$ cat config.mk
export PLATFORM = sky130hd
export DESIGN_NAME = vcsr_ctrl
export DESIGN_NICKNAME = d
export VERILOG_FILES = /design/src/rtl/core/vcsr_pkg.sv /design/src/rtl/core/vcsr_ctrl.sv
export SDC_FILE = /design/constraint.sdc
export NUM_CORES = 1
export LEC_CHECK = 0
export BUFFER_PORTS_ARGS = -buffer_cell sky130_fd_sc_hd__buf_2
export CAP_MARGIN = 20
export CORE_MARGIN = 5
export CORE_UTILIZATION = 48
export CTS_CLUSTER_SIZE = 14
export DETAILED_ROUTE_END_ITERATION = 10
export PLACE_DENSITY = 0.77
export SLEW_MARGIN = 20
export SYNTH_ARGS = -nofsm -noshare
export SYNTH_HDL_FRONTEND = slang
export SYNTH_SLANG_ARGS = --single-unit
$ cat constraint.sdc
create_clock -name clk -period 2.3 [get_ports clk]
set_input_delay 0.46 -clock clk [delete_from_list [all_inputs] [get_ports clk]]
set_output_delay 0.46 -clock clk [all_outputs]
set_load 0.01 [all_outputs]
$ cat src/rtl/core/vcsr_pkg.sv
`timescale 1ns / 1ps
// ----------------------------------------------------------------------------
// vcsr_pkg: shared types and constants
// Constants, config and command/status types shared by the stencil residual
// controller, datapath and top level.
// ----------------------------------------------------------------------------
package vcsr_pkg;

  // fixed number formats
  localparam int DATA_W    = 32;
  localparam int FRAC_BITS = 16;
  localparam int CNT_W     = 11;
  localparam int ROW_W     = 16;
  localparam int MAG_W     = 52;

  // divider: quotient bits per cycle and step count for a 32-bit quotient
  localparam int DIV_RADIX = 2;
  localparam int DIV_STEPS = 32 / DIV_RADIX;
  localparam int STEP_W    = $clog2(DIV_STEPS);

  // register indexes
  localparam logic [2:0] REG_GRID_WIDTH    = 3'd0;
  localparam logic [2:0] REG_GRID_HEIGHT   = 3'd1;
  localparam logic [2:0] REG_INV_DX_SQ     = 3'd2;
  localparam logic [2:0] REG_INV_DY_SQ     = 3'd3;
  localparam logic [2:0] REG_BOUNDARY_MODE = 3'd4;
  localparam logic [2:0] REG_RESIDUAL_MODE = 3'd5;

  // boundary modes
  localparam logic [1:0] BND_DIRICHLET = 2'd0;
  localparam logic [1:0] BND_NEUMANN   = 2'd1;

  // operand selects for harmonic and scaled-product steps
  localparam logic [2:0] OP_EAST  = 3'd0;
  localparam logic [2:0] OP_WEST  = 3'd1;
  localparam logic [2:0] OP_NORTH = 3'd2;
  localparam logic [2:0] OP_SOUTH = 3'd3;
  localparam logic [2:0] OP_X     = 3'd4;
  localparam logic [2:0] OP_Y     = 3'd5;

  typedef enum logic [4:0] {
    ST_IDLE,
    ST_RD_C,
    ST_RD_E,
    ST_RD_W,
    ST_RD_S,
    ST_RD_WAIT,
    ST_H_MUL,
    ST_H_DINIT,
    ST_H_DIV,
    ST_H_STORE,
    ST_MS_PREP,
    ST_MS_LO,
    ST_MS_HI,
    ST_MS_FIN,
    ST_SUM,
    ST_EMIT_UP,
    ST_WRITE,
    ST_EMIT_LAST
  } vcsr_state_t;

  typedef enum logic [1:0] {
    TAG_C,
    TAG_E,
    TAG_W,
    TAG_S
  } vcsr_tag_t;

  typedef struct packed {
    logic [CNT_W-1:0] grid_width;
    logic [ROW_W-1:0] grid_height;
    logic [31:0]      inv_dx_sq;
    logic [31:0]      inv_dy_sq;
    logic [1:0]       boundary_mode;
    logic             residual_mode;
  } vcsr_cfg_t;

  typedef struct packed {
    logic      load;
    logic      rd_en;
    vcsr_tag_t rd_sel;
    logic      h_mul;
    logic      div_init;
    logic      div_step;
    logic      h_store;
    logic      ms_prep;
    logic      ms_lo;
    logic      ms_hi;
    logic      ms_fin;
    logic [2:0] op;
    logic      sum;
    logic      emit_up;
    logic      emit_last;
    logic      write;
  } vcsr_cmd_t;

  typedef struct packed {
    logic has_up;
    logic compute;
    logic last_row;
    logic div_last;
    logic out_free;
  } vcsr_sts_t;

endpackage

$ cat src/rtl/core/vcsr_ctrl.sv
`timescale 1ns / 1ps
// ----------------------------------------------------------------------------
// vcsr_ctrl: stencil residual sequencer
// State machine that steps one item through row reads, four harmonic averages
// and six scaled products for interior cells, emission and the row store write.
// ----------------------------------------------------------------------------
module vcsr_ctrl
  import vcsr_pkg::*;
(
  input  logic      clk,
  input  logic      rst_n,
  input  logic      in_valid,
  output logic      in_ready,
  input  vcsr_sts_t sts,
  output vcsr_cmd_t cmd
);

  vcsr_state_t state_r, state_nxt;
  logic [2:0]  op_cnt_r, op_cnt_nxt;

  // state and operand counter
  always_ff @(posedge clk) begin
    if (!rst_n) begin
      state_r  <= ST_IDLE;
      op_cnt_r <= '0;
    end else begin
      state_r  <= state_nxt;
      op_cnt_r <= op_cnt_nxt;
    end
  end

  // next state
  always_comb begin
    state_nxt  = state_r;
    op_cnt_nxt = op_cnt_r;
    case (state_r)
      ST_IDLE: begin
        if (in_valid) state_nxt = ST_RD_C;
      end
      ST_RD_C:  state_nxt = ST_RD_E;
      ST_RD_E:  state_nxt = ST_RD_W;
      ST_RD_W:  state_nxt = ST_RD_S;
      ST_RD_S:  state_nxt = ST_RD_WAIT;
      ST_RD_WAIT: begin
        op_cnt_nxt = '0;
        if (!sts.has_up) state_nxt = ST_WRITE;
        else if (sts.compute) state_nxt = ST_H_MUL;
        else state_nxt = ST_SUM;
      end
      ST_H_MUL:   state_nxt = ST_H_DINIT;
      ST_H_DINIT: state_nxt = ST_H_DIV;
      ST_H_DIV: begin
        if (sts.div_last) state_nxt = ST_H_STORE;
      end
      ST_H_STORE: begin
        if (op_cnt_r == OP_SOUTH) begin
          op_cnt_nxt = '0;
          state_nxt  = ST_MS_PREP;
        end else begin
          op_cnt_nxt = op_cnt_r + 3'd1;
          state_nxt  = ST_H_MUL;
        end
      end
      ST_MS_PREP: state_nxt = ST_MS_LO;
      ST_MS_LO:   state_nxt = ST_MS_HI;
      ST_MS_HI:   state_nxt = ST_MS_FIN;
      ST_MS_FIN: begin
        op_cnt_nxt = op_cnt_r + 3'd1;
        if (op_cnt_r == OP_Y) state_nxt = ST_SUM;
        else state_nxt = ST_MS_PREP;
      end
      ST_SUM: state_nxt = ST_EMIT_UP;
      ST_EMIT_UP: begin
        if (sts.out_free) state_nxt = ST_WRITE;
      end
      ST_WRITE: begin
        if (sts.last_row) state_nxt = ST_EMIT_LAST;
        else state_nxt = ST_IDLE;
      end
      ST_EMIT_LAST: begin
        if (sts.out_free) state_nxt = ST_IDLE;
      end
      default: state_nxt = ST_IDLE;
    endcase
  end

  // datapath commands
  always_comb begin
    cmd      = '0;
    cmd.op   = op_cnt_r;
    in_ready = 1'b0;
    case (state_r)
      ST_IDLE: begin
        in_ready = 1'b1;
        cmd.load = in_valid;
      end
      ST_RD_C: begin
        cmd.rd_en  = 1'b1;
        cmd.rd_sel = TAG_C;
      end
      ST_RD_E: begin
        cmd.rd_en  = 1'b1;
        cmd.rd_sel = TAG_E;
      end
      ST_RD_W: begin
        cmd.rd_en  = 1'b1;
        cmd.rd_sel = TAG_W;
      end
      ST_RD_S: begin
        cmd.rd_en  = 1'b1;
        cmd.rd_sel = TAG_S;
      end
      ST_H_MUL:     cmd.h_mul    = 1'b1;
      ST_H_DINIT:   cmd.div_init = 1'b1;
      ST_H_DIV:     cmd.div_step = 1'b1;
      ST_H_STORE:   cmd.h_store  = 1'b1;
      ST_MS_PREP:   cmd.ms_prep  = 1'b1;
      ST_MS_LO:     cmd.ms_lo    = 1'b1;
      ST_MS_HI:     cmd.ms_hi    = 1'b1;
      ST_MS_FIN:    cmd.ms_fin   = 1'b1;
      ST_SUM:       cmd.sum      = 1'b1;
      ST_EMIT_UP:   cmd.emit_up  = sts.out_free;
      ST_WRITE:     cmd.write    = 1'b1;
      ST_EMIT_LAST: cmd.emit_last = sts.out_free;
      default: ;
    endcase
  end

endmodule

==> results_dict.tcl <==
set metrics [dict create \
    grt_max_degree 21 \
    ioPinCount 28 \
    core_area_mm2 0.00156 \
    numPortBuffers 27 \
    netlist_top_cells_count "nor2_1 (14), dfxtp_1 (8), inv_1 (8)" \
    ys_ff_latch 8 \
    power.switching_uw 340 \
    finalNonFillerCells 151 \
    synth_fp_nets 124 \
    drive_gt1_share_pct 28.9 \
    start_kind "flip-flop" \
    setup_ws_ns 0.172 \
    drc 0 \
    ys.flop_type "dfxtp_1" \
    worstSetupEndpointType "primary output" \
    clock.fmax_ghz 0.470 \
    cts-root-buf "clkbuf_4" \
    cts.sinks 8 \
    path_cells "or4_4 -> nor2_1 -> and2_1 -> buf_2" \
    ys_types 46 \
    swShare_pct 44.8 \
    drt_iter0_drc 23 \
    design_area_um2 958 \
    synth_edf_count 0 \
    grt_overflow 0 \
    detail-route-antenna-nets 0 \
    die_h_um 51.2 \
    yosysSeqAreaShare_pct 19.7 \
    period_needed_ns 2.13 \
    initial_core_util_pct 52.2 \
    cpMaxStageDelayCell "or4_4" \
    num-fill-cells 141 \
    synth_cells 112 \
    critPathMaxFanout 15 \
    status "finished, final reports clean" \
    cts_tree "built" \
    h-tree-depth 1 \
    dr.pass1.iters 4 \
    p_clk_share_pct 13.6 \
    diodes 0 \
    netlist_area_um2 815 \
    rows 14 \
    p_leak_uw 0.000434 \
    slowest_delay_ns 0.59 \
    grt_usage_pct 16.7 \
    post-route-period-util_pct 92.5 \
    design.die.area_mm2 0.00262 \
    dpl.hpwl_um 1600 \
    wl_um 2050 \
    ctsHoldBuffers 0 \
    placedInstanceArea_um2 935 \
    synth.area.top_cells "dfxtp_1 (20%), nor2_1 (6.5%), ha_1 (6.1%)" \
    drv_cap 0 \
    slew_violations 0 \
    post_cts_buffers 0 \
    synth-async-reset-ratio_pct 0 \
    p_int_uw 419 \
    crit_required_ns 1.84 \
    setup_violations 0 \
    ys_warn_count 0 \
    slew_headroom_pct 67.1 \
    rsz0062_at_grt "no" \
    pwr-share-seq_pct 29.9 \
    avgSynthCellArea_um2 7.27 \
    clk_pin_slew_ns 0.05 \
    synth_top_area_cell "dfxtp_1" \
    arrival_ns 1.67 \
    whs_ns 0.508 \
    numCtsBuffers 3 \
    tns_ns 0 \
    netlist.area_leader.share_pct 19.7 \
    wl_per_cell_um 13.6 \
    clockBufferDepth 2 \
    viasPerCell 5.86 \
    dp_cells 148 \
    max_slew.worst_pin.slew_ns 0.481 \
    p_per_area_mw_per_mm2 793 \
    cts_resized 0 \
    combPwrFrac_pct 56.5 \
    gp_congestion 0.920 \
    final_nets 149 \
    place_ws_ns 0.405 \
    vdd_ir_drop_max_mv 0.494 \
    antenna_found_initial 0 \
    hp-class "input port to flip-flop" \
    yosysMostFrequentCell "nor2_1" \
    die-width_um 51.2 \
    critPathKind "flip-flop to primary output" \
    grt_pass1_vias 796 \
    skew_ns 0.00403 \
    hold_viol_final 0 \
    vias 885 \
    grt_pass1_wl_um 3380 \
    area_growth_pct 17.7 \
    worstSkewPairLatency_ns 0.25 \
]
==> flip-flops by register name, summed over array words and instances (netlist names) <==
signal,count
state_r,5
op_cnt_r,3
==> worst paths after layout <==
check | start | endpoint | slack [ns] | depth (start not counted)
hold / removal | rst_n | op_cnt_r[2] | 0.51 | 2
setup / recovery | state_r[2] | cmd[18] | 0.17 | 4
hold reg to reg | op_cnt_r[2] | op_cnt_r[2] | 0.60 | 1
setup reg to reg | state_r[4] | state_r[3] | 0.46 | 4
==> per-stage QoR <==
step                power, uW  utilization, %
finish                    760            61.5
global route              832            61.5
CTS                       763            61.4
detailed placement        654            60.0
global placement          643            60.0
floorplan                 563               -
==> layout make-up <==
cell class	count	area, um^2	share of cell area, %
Clock buffer	3	22.5	2.35
Inverter	8	30.0	3.13
Multi-Input combinational cell	86	567	59.1
Sequential cell	8	161	16.8
Tap cell	16	20.0	2.09
Timing Repair Buffer	30	158	16.4
==> layer usage <==
| metal | up-vias | GRT usage, % | share of wire, % |
|---|---|---|---|
| met1 | 396 | 20.6 | 45 |
| li1 | 455 | - | - |
| met5 | - | 0 | 0 |
| met2 | 31 | 27.5 | 46 |
| met3 | 3 | 1.74 | 6.8 |
| met4 | 0 | 10.8 | 1.8 |
==> placed cells by master, fill, tap and decap left out, types with 2 or more instances in the layout <==
| master | n |
|---|---|
| nand3_1 | 4 |
| ha_1 | 4 |
| nor2_1 | 14 |
| dfxtp_1 | 7 |
| o21ai_0 | 3 |
| clkbuf_4 | 3 |
| buf_2 | 27 |
| nor3_1 | 7 |
| inv_1 | 8 |
| nand3b_1 | 2 |
| nor4_1 | 3 |
| and3_1 | 2 |
| nand2b_1 | 4 |
| nand4b_1 | 2 |
| nand2_1 | 5 |
| a21oi_1 | 7 |
| o21a_1 | 2 |
| buf_4 | 3 |
==> power by group through the flow <==
| stage | clock network (uW) | registers (uW) | logic (uW) |
|---|---|---|---|
| 6_report | 103 | 228 | 429 |
| 5_1_grt | 118 | 233 | 481 |
| 4_1_cts | 110 | 224 | 429 |
| 3_5_place_dp | 0 | 227 | 427 |
| 3_3_place_gp | 0 | 224 | 419 |
| 2_1_floorplan | 0 | 171 | 391 |
==> kinds of logic after synthesis <==
group | Yosys count | share of synthesized area [%]
and+or+nand+nor | 51 | 34.4
DFF | 8 | 19.7
adders and majority gates | 4 | 6.14
xor gates and xnor gates | 2 | 2.15
AOI/OAI and AO/OA | 28 | 25.5
buffers and inverters | 18 | 10.8
muxes | 1 | 1.38
==> worst max-delay path: cells and delay by family, from the launching register on <==
kind	cells	cell delay, ns
AND/OR/NAND/NOR	3	0.86
buffers and inverters	1	0.12
flip-flops	1	0.44
(Power assumes the default switching activity.)
